`src/hmfn_pkg.sv`:
```
// ----------------------------------------------------------------------------
// hmfn_pkg
// shared constants and controller/datapath interface types for the
// heightmap mesh builder with flat normals
// ----------------------------------------------------------------------------
package hmfn_pkg;

  localparam int MAX_COLUMNS_DEF = 1024;
  localparam int HEIGHT_BITS     = 16;
  localparam int COLS_REG_BITS   = 11;
  localparam int ROWS_REG_BITS   = 13;
  localparam int CFG_DATA_BITS   = 13;
  localparam int ROW_BITS        = 12;
  localparam int MAX_ROWS        = 4096;
  localparam int DIFF_BITS       = HEIGHT_BITS + 1;
  localparam int MAG_BITS        = 16;
  localparam int SQ_BITS         = 2 * MAG_BITS;
  localparam int LEN_BITS        = SQ_BITS + 2;
  localparam int QUO_BITS        = 31;
  localparam int ROOT_BITS       = 16;
  localparam int UNIT_BITS       = 15;
  localparam int NORM_BITS       = 16;
  localparam int UP_MAG          = 256;

  localparam logic CFG_GRID_COLUMNS = 1'b0;
  localparam logic CFG_GRID_ROWS    = 1'b1;

  localparam logic [1:0] COMP_X = 2'd0;
  localparam logic [1:0] COMP_Y = 2'd1;
  localparam logic [1:0] COMP_Z = 2'd2;

  localparam logic TRI_A = 1'b0;
  localparam logic TRI_B = 1'b1;

  localparam logic [2:0] VTX_FIRST = 3'd0;
  localparam logic [2:0] VTX_LAST  = 3'd5;

  typedef struct packed {
    logic       accept;
    logic       read;
    logic       update;
    logic       len_step;
    logic       norm_start;
    logic       norm_store;
    logic       tri_sel;
    logic [1:0] comp;
    logic [2:0] vidx;
  } dp_cmd_t;

  typedef struct packed {
    logic cell_ok;
    logic norm_done;
  } dp_sts_t;

endpackage

```
`src/hmfn_ctrl.sv`:
```
// ----------------------------------------------------------------------------
// hmfn_ctrl
// controller: sequences read, update, normal computation and the six
// vertex outputs of each closed cell
// ----------------------------------------------------------------------------
module hmfn_ctrl import hmfn_pkg::*; (
  input  logic    clk,
  input  logic    rst,
  input  logic    in_valid,
  output logic    in_stall,
  output logic    out_valid,
  input  logic    out_stall,
  input  dp_sts_t sts,
  output dp_cmd_t cmd
);

  typedef enum logic [2:0] {
    S_IDLE, S_READ, S_UPD, S_LEN, S_NSTART, S_NWAIT, S_EMIT
  } state_t;

  state_t     state;
  logic       tri_sel;
  logic [1:0] comp;
  logic [2:0] vidx;

  always_ff @(posedge clk) begin
    if (rst) begin
      state   <= S_IDLE;
      tri_sel <= TRI_A;
      comp    <= COMP_X;
      vidx    <= VTX_FIRST;
    end else begin
      unique case (state)
        S_IDLE: begin
          if (in_valid) begin
            state <= S_READ;
          end
        end
        S_READ: begin
          state <= S_UPD;
        end
        S_UPD: begin
          tri_sel <= TRI_A;
          comp    <= COMP_X;
          state   <= sts.cell_ok ? S_LEN : S_IDLE;
        end
        S_LEN: begin
          if (comp == COMP_Z) begin
            comp  <= COMP_X;
            state <= S_NSTART;
          end else begin
            comp <= comp + 2'd1;
          end
        end
        S_NSTART: begin
          state <= S_NWAIT;
        end
        S_NWAIT: begin
          if (sts.norm_done) begin
            if (comp == COMP_Z) begin
              comp <= COMP_X;
              if (tri_sel == TRI_B) begin
                vidx  <= VTX_FIRST;
                state <= S_EMIT;
              end else begin
                tri_sel <= TRI_B;
                state   <= S_LEN;
              end
            end else begin
              comp  <= comp + 2'd1;
              state <= S_NSTART;
            end
          end
        end
        S_EMIT: begin
          if (!out_stall) begin
            if (vidx == VTX_LAST) begin
              state <= S_IDLE;
            end else begin
              vidx <= vidx + 3'd1;
            end
          end
        end
        default: begin
          state <= S_IDLE;
        end
      endcase
    end
  end

  assign in_stall  = state != S_IDLE;
  assign out_valid = state == S_EMIT;

  always_comb begin
    cmd            = '0;
    cmd.accept     = (state == S_IDLE) && in_valid;
    cmd.read       = state == S_READ;
    cmd.update     = state == S_UPD;
    cmd.len_step   = state == S_LEN;
    cmd.norm_start = state == S_NSTART;
    cmd.norm_store = (state == S_NWAIT) && sts.norm_done;
    cmd.tri_sel    = tri_sel;
    cmd.comp       = comp;
    cmd.vidx       = vidx;
  end

  a_no_accept_while_emit: assert property (@(posedge clk) disable iff (rst)
    out_valid |-> in_stall)
    else $error("input taken while vertices pending");

  a_accept_to_read: assert property (@(posedge clk) disable iff (rst)
    cmd.accept |=> state == S_READ)
    else $error("accepted item did not start line store read");

  a_vidx_range: assert property (@(posedge clk) disable iff (rst)
    state == S_EMIT |-> vidx <= VTX_LAST)
    else $error("vertex index out of range");

  a_done_only_waiting: assert property (@(posedge clk) disable iff (rst)
    sts.norm_done |-> state == S_NWAIT)
    else $error("normal unit finished outside wait");

endmodule

```
`config.mk`:
```
export PLATFORM = sky130hd
export DESIGN_NAME = hmfn_ctrl
export DESIGN_NICKNAME = d
export VERILOG_FILES = /design/src/hmfn_pkg.sv /design/src/hmfn_ctrl.sv
export SDC_FILE = /design/constraint.sdc
export NUM_CORES = 1
export LEC_CHECK = 0
export BUFFER_PORTS_ARGS = -buffer_cell sky130_fd_sc_hd__buf_2
export CAP_MARGIN = 20
export CORE_MARGIN = 1.5
export CORE_UTILIZATION = 44
export CTS_BUF_LIST = sky130_fd_sc_hd__clkbuf_4 sky130_fd_sc_hd__clkbuf_8 sky130_fd_sc_hd__clkbuf_16
export DETAILED_ROUTE_END_ITERATION = 6
export GPL_TIMING_DRIVEN = 0
export PLACE_DENSITY_LB_ADDON = 0.08
export SYNTH_ARGS = -nofsm -noshare
export SYNTH_HDL_FRONTEND = slang
export SYNTH_SLANG_ARGS = --single-unit
```
`constraint.sdc`:
```
create_clock -name clk -period 1.3 [get_ports clk]
set_input_delay 0.065 -clock clk [delete_from_list [all_inputs] [get_ports clk]]
set_output_delay 0.065 -clock clk [all_outputs]
set_load 0.02 [all_outputs]
```
# Word level (Yosys, flattened, before mapping)
# Cells that the tools add are included.
# W data, S select, Z words.
[totals]
regBits = 9
latchBits = 0
ramBits = 0
mem_bits_ro = 0
output_inout_bits = 14
word_cells = 54
mem_count = 0
[op_classes]
addsub = 2
multipliers = 0
n_div = 0
order_cmp = 0
eq_ne = 16
n_shift = 0
n_mux = 21
n_bitwise = 0
reduce_logical = 11
[op_table]
columns = ["op", "n"]
rows = [
  ["$mux W3", 12],
  ["$pmux W3 S7", 1],
  ["$eq A3 B3 Y1 const B", 4],
  ["$ne A2 B2 Y1 const B", 6],
  ["$eq A3 B2 Y1 const B", 2],
  ["$mux W2", 3],
  ["$pmux W2 S3", 1],
  ["$pmux W3 S2", 1],
  ["$reduce_and A6 Y1", 1],
  ["$reduce_bool A3 Y1", 2],
  ["$reduce_and A5 Y1", 1],
  ["$ne A2 B1 Y1 const B", 2],
  ["$reduce_bool A2 Y1", 2],
  ["$add A3 B1 Y3 const B", 1],
  ["$eq A3 B1 Y1 const B", 1],
  ["$logic_not A3 Y1", 1],
  ["$reduce_and A3 Y1", 1],
  ["$add A2 B1 Y2 const B", 1],
  ["$eq A2 B2 Y1 const B", 1],
  ["$logic_and A1 B1 Y1", 2],
  ["$mux W1", 2],
  ["$pmux W1 S2", 1],
  ["$reduce_and A2 Y1", 1],
]

# Longest topological paths before layout
# Gate-level depths: netlist of run 1.
[depth]
depth_word = 4
depth_mapped = 6
depth_no_buf = 6

# Worst setup path after synthesis of run 1
# Ideal clock, no wire load.
[synth_timing]
kind = "reg-to-reg"
from = "register vidx[1]"
to = "register vidx[2]"
setup_time_ns = 0.132
t_arrival_ns = 1.434
required_time_ns = 1.168
slack_ns = -0.266
path_stages_with_launch = 7
n_path_buf = 0
cell_sequence = "dfxtp_1 > inv_1 > ha_1 > and2_1 > o32a_1 > o31ai_1 > a21oi_1"
[synth_between]
elab_chain_len = 4
word_cells_on_any_way = 7
[synth_lines]
columns = ["item", "line", "source"]
rows = [
  ["start: declaration", "hmfn_ctrl.sv:24", "logic [2:0] vidx;"],
  ["start signal: assignment", "hmfn_ctrl.sv:80", "vidx <= vidx + 3'd1;"],
  ["$add A3 B1 Y3", "hmfn_ctrl.sv:80", ""],
  ["$mux W3", "hmfn_ctrl.sv:77", "if (vidx == VTX_LAST) begin"],
  ["$mux W3", "hmfn_ctrl.sv:76", "if (!out_stall) begin"],
  ["$pmux W3 S2", "hmfn_ctrl.sv:33", "unique case (state)"],
]
# Several ways; a longest one is shown, not always the timed one. The select of a mux whose other input is x is not followed.
# A chain may end at the register's enable or synchronous reset.

==> impl_metrics.py, run 1 <==
metrics = {
    "run_status": {
        "status": "finished with violations",
        "violations": "negative setup slack",
    },
    "power_and_ir_drop": {
        "vdd_drop_max_uv": 1100,
        "power_density_nw_per_um2": 1780,
        "total_power_mw": 1.89,
        "p_leak_nw": 0.436,
    },
    "synth": {
        "synth-seq-cells": 9,
        "ys_seq_area_share_pct": 27.5,
        "yosys_warnings": 0,
        "synth_edf_count": 0,
        "synth_area_leaders": "dfxtp_1 27%, a21oi_1 6.1%, nand2b_1 5.7%",
        "yosysTopAreaCellShare_pct": 27.5,
        "syn_inst": 85,
        "syn_avg_cell_area_um2": 7.71,
        "synthesis.area_um2": 656,
        "async_flop_share_pct": 0,
        "ys.flop_type": "dfxtp_1",
        "ys_types": 33,
        "syn_nets": 93,
        "synth_top_cell_by_area": "dfxtp_1",
    },
    "critical_path": {
        "cpMaxStageDelayCell": "or3_4",
        "crit_path_start_kind": "flip-flop",
        "max_stage_delay_ns": 0.34,
        "r2r_slack_ns": -0.18,
        "critical_path.max_fanout": 4,
        "r2r-end": "state[0]$_SDFFE_PP0P_",
        "path_delay_family": "simple AND/OR/NAND/NOR gates",
        "endpoint_kind": "output port",
        "critical_path.startpoint": "state[0]$_SDFFE_PP0P_",
        "worstRegToRegCells": 5,
        "cp_cell_sequence": "buf_4, clkbuf_8, or3_4, nor2_4, buf_6",
        "critPathCapture": "cmd[11]",
        "crit_buf_inv": 3,
        "cp.required_ns": 1.24,
        "r2r-start": "state[0]$_SDFFE_PP0P_",
        "cp_num_cells": 5,
        "arrival_ns": 1.42,
        "path_class": "reg2out",
    },
    "detailed_routing": {
        "antenna_left": 0,
        "drcViolationCount": 0,
        "drt_wl_total_um": 1950,
        "vias_per_cell": 5.97,
        "drt_iter0_markers": 39,
        "vias": 788,
        "top_layer": "met4",
        "m1WireLength_um": 857,
        "firstDrtPassIters": 6,
        "wl_per_cell_um": 14.7,
        "wl_met2_um": 964,
        "wl_met3_um": 106,
    },
    "finish": {
        "nets": 126,
        "final_cell_mix": "14 x buf_4, 12 x buf_2, 8 x a21oi_1",
        "final_cells": 132,
        "diodes": 0,
        "mostFrequentLayoutCell": "buf_4",
        "final_area_um2": 1060,
        "finish.utilization_pct": 78.3,
        "drive_gt1_share_pct": 55.6,
        "area_delta_synth_final_pct": 61.3,
    },
    "timing": {
        "fmax_ghz": 0.672,
        "rsz0062_at_grt": "yes",
        "finalSetupTns_ns": -1.20,
        "drv_slew": 0,
        "tightestPinTransition_ns": 0.542,
        "layout_setup_ws_ns": -0.188,
        "holdWs_ns": 0.161,
        "finalHoldViolations": 0,
        "relSlewSlack_pct": 63.8,
        "setup_viol": 10,
        "period_needed_ns": 1.49,
        "fin_crit_sh_pct": 114,
        "finClkSkew_ns": 0.00688,
    },
    "clocking": {
        "cts_buffer_depth": 2,
        "cts-root-buf": "clkbuf_4",
        "cts_htree_levels": 1,
        "clock_sinks": 9,
        "clk_pin_slew_ns": 0.07,
        "ctsHoldBuffers": 0,
        "numCtsBuffers": 3,
        "clk_latency_ns": 0.26,
        "cts_tree": "done",
    },
    "grt": {
        "antenna_found_initial": 0,
        "grt_use_total_pct": 22.8,
        "grt_max_degree": 11,
        "gr-total-overflow": 0,
        "first_global_vias": 714,
        "grt_pass1_wl_um": 3150,
    },
    "die": {
        "core_um2": 1350,
        "die_h_um": 41.6,
        "start_util_pct": 48.6,
        "die_area_um2": 1730,
        "rows": 13,
        "io_pins": 20,
        "dieWidth_um": 41.6,
    },
    "place": {
        "dpl_worst_slack_ns": -0.177,
        "dp_cells": 118,
        "routabilityCongestion": 0.748,
        "io_buffers": 18,
        "place_area_um2": 800,
        "dp_hpwl_um": 1200,
    },
    "min_path": {
        "hp-class": "in2reg",
    },
    "job": {
        "max_cap_viol_count": 0,
    },
}
[final cells by class]
| type | instances | area (µm²) |
|---|---|---|
| multi-input combinational | 66 | 544 |
| fill | 89 | 293 |
| sequential | 9 | 196 |
| timing repair buffer | 28 | 191 |
| buffer | 6 | 61.3 |
| clock buffer | 4 | 30.0 |
| tap | 15 | 18.8 |
| inverter | 4 | 15.0 |
[power by group]
group / internal [mW] / switching [mW] / total (mW)
clock network: 0.139 / 0.110 / 0.250
logic: 0.619 / 0.605 / 1.22
registers: 0.335 / 0.0773 / 0.412
[registers in the layout, summed over array words and instances (netlist names)]
signal and cells:
tri_sel 1, vidx 3, comp 2, state 3
[routing by layer]
metal / track usage (%) / vias up
met3: 5.22 / 2
met1: 29.4 / 384
met2: 38.1 / 30
met5: 0 / -
li1: - / 372
met4: 5.81 / 0
[worst min-delay path by stage]
| stage | depth (start not counted) | endpoint | startpoint |
|---|---|---|---|
| 2_1_floorplan | 2 | cmd[11] | in_valid |
| 3_3_place_gp | 3 | state[1]$_SDFFE_PP0P_ | sts[1] |
| 3_5_place_dp | 3 | state[1]$_SDFFE_PP0P_ | sts[1] |
| 4_1_cts | 3 | state[1]$_SDFFE_PP0P_ | sts[1] |
| 5_1_grt | 3 | state[1]$_SDFFE_PP0P_ | sts[1] |
| 6_report | 3 | state[1]$_SDFFE_PP0P_ | sts[1] |
[cells by family (layout without fill, tap and decap cells)]
kind of cell               after synthesis  in the layout  share of synthesized area [%]
AOI/OAI and AO/OA                       25             25                           24.8
adders and majority gates                2              2                           3.82
buffers and inverters                   10             42                           7.63
DFF                                      9              9                           27.5
muxes                                    1              1                           1.53
and+or+nand+nor                         38             38                           34.7
[what timing repair did]
action | CTS | global route
pin swaps | 7 | 3
setup buffers | 9 | 0
setup endpoints to repair | 15 | 13
gates cloned | 1 | 0
gates resized for setup | 28 | 12
[worst reg2reg max path: stages (launching register included)]
cell	delay [ns]
dfxtp_2	0.33
buf_6	0.13
nor3_4	0.22
a311oi_2	0.08
or4b_4	0.55
o31ai_4	0.07
[cells in the mapped netlist, types with 3 or more instances]
cell type / number
a21oi_1: 8
a311oi_1: 3
and2_1: 3
dfxtp_1: 9
inv_1: 4
nand2b_1: 6
nor2_1: 10
nor3_1: 3
o21ai_0: 5
or3_1: 3
Note: power is estimated with default switching activity, not from simulation.
==> run 2, diff against run 1 <==
--- a/config.mk
+++ b/config.mk
@@ -6,9 +6,8 @@
 export NUM_CORES = 1
 export LEC_CHECK = 0
 export BUFFER_PORTS_ARGS = -buffer_cell sky130_fd_sc_hd__buf_2
-export CAP_MARGIN = 20
 export CORE_MARGIN = 1.5
-export CORE_UTILIZATION = 44
+export CORE_UTILIZATION = 31
 export CTS_BUF_LIST = sky130_fd_sc_hd__clkbuf_4 sky130_fd_sc_hd__clkbuf_8 sky130_fd_sc_hd__clkbuf_16
 export DETAILED_ROUTE_END_ITERATION = 6
 export GPL_TIMING_DRIVEN = 0
==> impl_metrics.py, run 2 (synthesis results as in run 1) <==
metrics = {
    "timing": {
        "fmax_ghz": 0.690,
        "rsz0062_at_grt": "yes",
        "fin_crit_sh_pct": 111,
        "layout_setup_ws_ns": -0.149,
        "period_needed_ns": 1.45,
        "relSlewSlack_pct": 67.9,
        "drv_slew": 0,
        "tightestPinTransition_ns": 0.482,
        "finalHoldViolations": 0,
        "setup_viol": 9,
        "finClkSkew_ns": 0.00179,
    },
    "grt": {
        "first_global_vias": 769,
        "grt_pass1_wl_um": 3230,
        "antenna_found_initial": 0,
        "gr-total-overflow": 0,
        "grt_max_degree": 11,
        "grt_use_total_pct": 17.4,
    },
    "die": {
        "rows": 16,
        "start_util_pct": 33.1,
        "core_um2": 1980,
        "die_h_um": 49.0,
        "dieWidth_um": 49.0,
        "io_pins": 20,
        "die_area_um2": 2400,
    },
    "clocking": {
        "cts_buffer_depth": 2,
        "clock_sinks": 9,
        "clk_pin_slew_ns": 0.06,
        "numCtsBuffers": 3,
        "ctsHoldBuffers": 0,
        "clk_latency_ns": 0.26,
        "cts-root-buf": "clkbuf_4",
        "cts_tree": "done",
        "cts_htree_levels": 1,
    },
    "finish": {
        "mostFrequentLayoutCell": "buf_2",
        "final_cell_mix": "13 x buf_2, 12 x buf_4, 9 x buf_6",
        "reg_top3": "state: 3 flops, vidx: 3 flops, comp: 2 flops",
        "final_cells": 148,
        "diodes": 0,
        "drive_gt1_share_pct": 59.5,
        "fillers": 185,
        "area_delta_synth_final_pct": 74.6,
        "nets": 130,
        "final_area_um2": 1140,
        "finish.utilization_pct": 57.8,
    },
    "place": {
        "dp_cells": 130,
        "routabilityCongestion": 0.816,
        "dp_hpwl_um": 1250,
        "io_buffers": 18,
        "dpl_worst_slack_ns": -0.197,
        "place_area_um2": 815,
    },
    "critical_path": {
        "cpMaxStageDelayCell": "dfxtp_4",
        "critical_path.startpoint": "state[0]$_SDFFE_PP0P_",
        "cp_cell_sequence": "buf_8, or3_4, nor2_4, buf_6",
        "critical_path.max_fanout": 8,
        "crit_path_start_kind": "flip-flop",
        "arrival_ns": 1.38,
        "cp.required_ns": 1.24,
        "endpoint_kind": "output port",
        "max_stage_delay_ns": 0.39,
        "r2r-start": "vidx[1]$_SDFFE_PP0P_",
        "r2r_slack_ns": -0.12,
        "path_class": "reg2out",
    },
    "power_and_ir_drop": {
        "power_density_nw_per_um2": 1730,
        "vdd_drop_max_uv": 763,
        "p_leak_nw": 0.465,
        "total_power_mw": 1.98,
    },
    "run_status": {
        "violations": "negative setup slack",
        "status": "finished with violations",
    },
    "detailed_routing": {
        "antenna_left": 0,
        "drt_wl_total_um": 1980,
        "drcViolationCount": 0,
        "vias_per_cell": 5.29,
        "vias": 783,
        "wl_per_cell_um": 13.4,
        "firstDrtPassIters": 4,
        "drt_iter0_markers": 11,
    },
    "min_path": {
        "hold_path.startpoint": "rst",
        "hp-class": "in2reg",
    },
    "job": {
        "max_cap_viol_count": 0,
    },
}
run 2: cell types whose count changed in the layout (fill, tap and decap cells not counted), moves of 2 or more:
cell,before,now
a21oi_2,0,2
buf_4,14,12
buf_6,5,9
buf_8,0,2
a21oi_1,8,6
o21ai_2,0,2
run 2: final timing paths:
| kind | endpoint | cells past startpoint |
|---|---|---|
| worst max register to register | vidx[2]$_SDFFE_PP0P_ | 6 |
| worst min-delay path | comp[1]$_SDFFE_PP0P_ | 2 |
| worst max-delay path | cmd[11] | 4 |
| worst min register to register | vidx[2]$_SDFFE_PP0P_ | 2 |
run 2: stage by stage:
stage,setup TNS (ns),hold WS (ns)
floorplan,-0.359,0.257
global placement,-1.23,0.452
detailed placement,-1.12,0.459
CTS,-0.840,0.181
global route,-1.32,0.243
finish,-0.662,0.207
run 2: critical path: cells and delay by family (launching register included):
kind	cells	cell delay, ns
buf+inv	2	0.25
flops	1	0.39
simple gates	2	0.48
run 2: per-layer routing:
layer	track usage, %	vias up	part of all wire, %
li1	-	385	-
met1	19.3	372	44
met2	30.8	22	49
met3	5.52	4	4.9
met4	6.67	0	1.3
met5	0	-	0
run 2: what timing repair did:
item	4_1_cts	5_1_grt
endpoints found under the setup margin	16	16
endpoints found under the hold margin	0	0
gates resized for setup	28	24
pin swaps	9	14
buffers inserted	12	3
cloned	0	0
run 2: cell type report:
type	count	area (µm²)	area share, %
clock buffers	4	30.0	2.62
well taps	27	33.8	2.95
repair buffers	33	253	22.1
multi-input cells	66	563	49.2
plain buffers	5	51.3	4.48
flip-flops and latches	9	199	17.4
inverters	4	15.0	1.31
run 2: power breakdown:
group,switching (mW),total (mW),internal [mW]
registers,0.0933,0.433,0.340
logic,0.623,1.31,0.684
clock network,0.101,0.241,0.139
==> run 3, diff against run 2 <==
--- a/config.mk
+++ b/config.mk
@@ -5,13 +5,17 @@
 export SDC_FILE = /design/constraint.sdc
 export NUM_CORES = 1
 export LEC_CHECK = 0
+export ABC_AREA = 1
 export BUFFER_PORTS_ARGS = -buffer_cell sky130_fd_sc_hd__buf_2
+export CORE_ASPECT_RATIO = 0.6
 export CORE_MARGIN = 1.5
 export CORE_UTILIZATION = 31
 export CTS_BUF_LIST = sky130_fd_sc_hd__clkbuf_4 sky130_fd_sc_hd__clkbuf_8 sky130_fd_sc_hd__clkbuf_16
 export DETAILED_ROUTE_END_ITERATION = 6
 export GPL_TIMING_DRIVEN = 0
 export PLACE_DENSITY_LB_ADDON = 0.08
+export SETUP_SLACK_MARGIN = 0.02
 export SYNTH_ARGS = -nofsm -noshare
 export SYNTH_HDL_FRONTEND = slang
 export SYNTH_SLANG_ARGS = --single-unit
+export TNS_END_PERCENT = 30
==> impl_metrics.py, run 3 <==
metrics = {
    "run_status": {
        "status": "complete, no violations",
    },
    "synth": {
        "ys_types": 22,
        "syn_inst": 110,
        "muxShareOfSynthArea_pct": 0,
        "synth_top_cell_by_area": "dfxtp_1",
        "synth_area_leaders": "dfxtp_1 25%, inv_1 8.8%, nand2_1 8.8%",
        "yosysTopAreaCellShare_pct": 24.8,
        "synth_edf_count": 0,
        "async_flop_share_pct": 0,
        "synth_xor_area_share_pct": 1.21,
        "synth-compound-area-share_pct": 9.31,
        "synth_fa_ha_area_share_pct": 3.45,
        "ys.flop_type": "dfxtp_1",
        "ys_seq_area_share_pct": 24.8,
        "synthesis.area_um2": 726,
        "synth-seq-cells": 9,
        "syn_avg_cell_area_um2": 6.60,
        "ys_top_cells_by_count": "17 x inv_1, 17 x nand2_1, 15 x nor2_1, 9 x dfxtp_1",
        "syn_nets": 118,
        "yosys_warnings": 0,
        "synth-simple-area-share_pct": 46.9,
        "synth_top_family_by_area": "simple AND/OR/NAND/NOR gates",
    },
    "clocking": {
        "cts-root-buf": "clkbuf_8",
        "clk_pin_slew_ns": 0.05,
        "cts_tree": "done",
        "ctsHoldBuffers": 0,
        "numCtsBuffers": 3,
        "clk_latency_ns": 0.24,
        "cts_htree_levels": 1,
        "cts_buffer_depth": 2,
        "clock_sinks": 9,
    },
    "critical_path": {
        "path_class": "reg2reg",
        "critical_path.startpoint": "state[1]$_SDFFE_PP0P_",
        "cpMaxStageDelayCell": "dfxtp_4",
        "arrival_ns": 1.38,
        "cp.required_ns": 1.43,
        "r2r_slack_ns": 0.06,
        "cp_cell_sequence": "inv_4, buf_6, nand4_1, nand2_4, nor2_4, nand3_2, nand2_1, nor2_1",
        "r2r-start": "state[1]$_SDFFE_PP0P_",
        "max_stage_delay_ns": 0.39,
        "endpoint_kind": "flip-flop",
        "crit_path_start_kind": "flip-flop",
        "cp_num_cells": 8,
        "critical_path.max_fanout": 5,
        "path_delay_family": "simple AND/OR/NAND/NOR gates",
        "worstRegToRegCells": 8,
        "r2r-end": "vidx[0]$_SDFFE_PP0P_",
        "crit_buf_inv": 2,
    },
    "finish": {
        "nets": 150,
        "mostFrequentLayoutCell": "buf_2",
        "final_cells": 171,
        "diodes": 0,
        "final_cell_mix": "18 x buf_2, 15 x nor2_1, 14 x inv_1",
        "drive_gt1_share_pct": 53.9,
        "area_delta_synth_final_pct": 43.8,
        "reg_top3": "state: 3 flops, vidx: 3 flops, comp: 2 flops",
    },
    "timing": {
        "fmax_ghz": 0.805,
        "finalSetupTns_ns": 0,
        "fin_crit_sh_pct": 95.5,
        "finalHoldViolations": 0,
        "setup_viol": 0,
        "finClkSkew_ns": 0.00196,
        "drv_slew": 0,
        "relSlewSlack_pct": 85.9,
        "tightestPinTransition_ns": 0.212,
        "rsz0062_at_grt": "yes",
        "period_needed_ns": 1.24,
    },
    "detailed_routing": {
        "drt_iter0_markers": 27,
        "firstDrtPassIters": 4,
        "wl_per_cell_um": 10.7,
        "antenna_left": 0,
        "drcViolationCount": 0,
        "drt_wl_total_um": 1830,
        "vias": 739,
        "vias_per_cell": 4.32,
    },
    "die": {
        "dieWidth_um": 65.5,
        "rows": 13,
        "die_area_um2": 2650,
        "start_util_pct": 33.0,
        "die_h_um": 40.5,
        "io_pins": 20,
        "core_um2": 2200,
    },
    "grt": {
        "antenna_found_initial": 0,
        "grt_max_degree": 10,
        "grt_use_total_pct": 14.6,
        "grt_pass1_wl_um": 2610,
        "gr-total-overflow": 0,
        "first_global_vias": 572,
    },
    "place": {
        "io_buffers": 19,
        "dp_cells": 159,
        "dp_hpwl_um": 1410,
        "routabilityCongestion": 0.897,
    },
    "min_path": {
        "hold_depth": 2,
        "hp-class": "in2reg",
        "min_to": "vidx[1]$_SDFFE_PP0P_",
        "hold_path.startpoint": "rst",
    },
    "power_and_ir_drop": {
        "p_sw_mw": 0.965,
        "combPwrFrac_pct": 61.0,
        "p_int_mw": 1.06,
        "p_leak_nw": 0.536,
        "vdd_drop_max_uv": 653,
        "clkPwrFrac_pct": 16.6,
        "power_density_nw_per_um2": 1940,
        "power_frac_seq_pct": 22.5,
        "swShare_pct": 47.7,
    },
    "job": {
        "max_cap_viol_count": 0,
    },
}
-- run 3: through the flow --
stage	worst slack, ns	total power [mW]	utilization (%)	instance area [µm²]	hold WS [ns]
floorplan	0.000878	1.19	-	727	0.120
CTS	0.00891	1.80	41.9	920	0.0342
global route	-0.0137	2.18	47.5	1040	0.0338
global placement	-0.0328	1.43	39.1	860	0.293
finish	0.0580	2.02	47.5	1040	0.0407
detailed placement	-0.0411	1.43	39.1	860	0.294
-- run 3: worst max path at each step --
stage	to	slack (ns)
4_1_cts	vidx[2]$_SDFFE_PP0P_	0.009
6_report	vidx[0]$_SDFFE_PP0P_	0.06
5_1_grt	vidx[0]$_SDFFE_PP0P_	-0.01
2_1_floorplan	state[0]$_SDFFE_PP0P_	0.0009
3_5_place_dp	state[0]$_SDFFE_PP0P_	-0.04
3_3_place_gp	state[0]$_SDFFE_PP0P_	-0.03
-- run 3: cell type report --
class / instances / area (µm²)
timing repair buffer: 27 / 165
fill: 238 / 1150
tap: 30 / 37.5
clock inverter: 1 / 5.00
sequential: 9 / 194
buffer: 2 / 18.8
inverter: 22 / 90.1
multi-input combinational: 77 / 492
clock buffer: 3 / 41.3
-- run 3: timing repair --
item | in CTS | in global routing
buffers inserted | 1 | 6
cloned | 0 | 1
pin swaps | 1 | 8
setup endpoints to repair | 10 | 11
resized for setup | 4 | 24
-- run 3: kinds of logic after synthesis --
kind of cell	count (synthesis)
flops	9
xor+xnor	1
fa+ha+maj	2
compound gates	12
simple gates	62
buf+inv	24
-- run 3: power by group through the flow --
| stage | Sequential [mW] | Combinational, mW | Clock [mW] |
|---|---|---|---|
| 2_1_floorplan | 0.455 | 0.735 | 0 |
| 3_3_place_gp | 0.434 | 0.997 | 0 |
| 3_5_place_dp | 0.439 | 0.994 | 0 |
| 4_1_cts | 0.439 | 1.01 | 0.350 |
| 5_1_grt | 0.467 | 1.35 | 0.370 |
| 6_report | 0.455 | 1.23 | 0.335 |
-- run 3: layer usage --
| layer | part of all wire (%) | vias to the layer above | global-route usage, % |
|---|---|---|---|
| li1 | - | 400 | - |
| met1 | 51 | 318 | 19.6 |
| met2 | 40 | 16 | 18.4 |
| met3 | 6.4 | 5 | 6.46 |
| met4 | 2.5 | 0 | 9.38 |
| met5 | 0 | - | 0 |
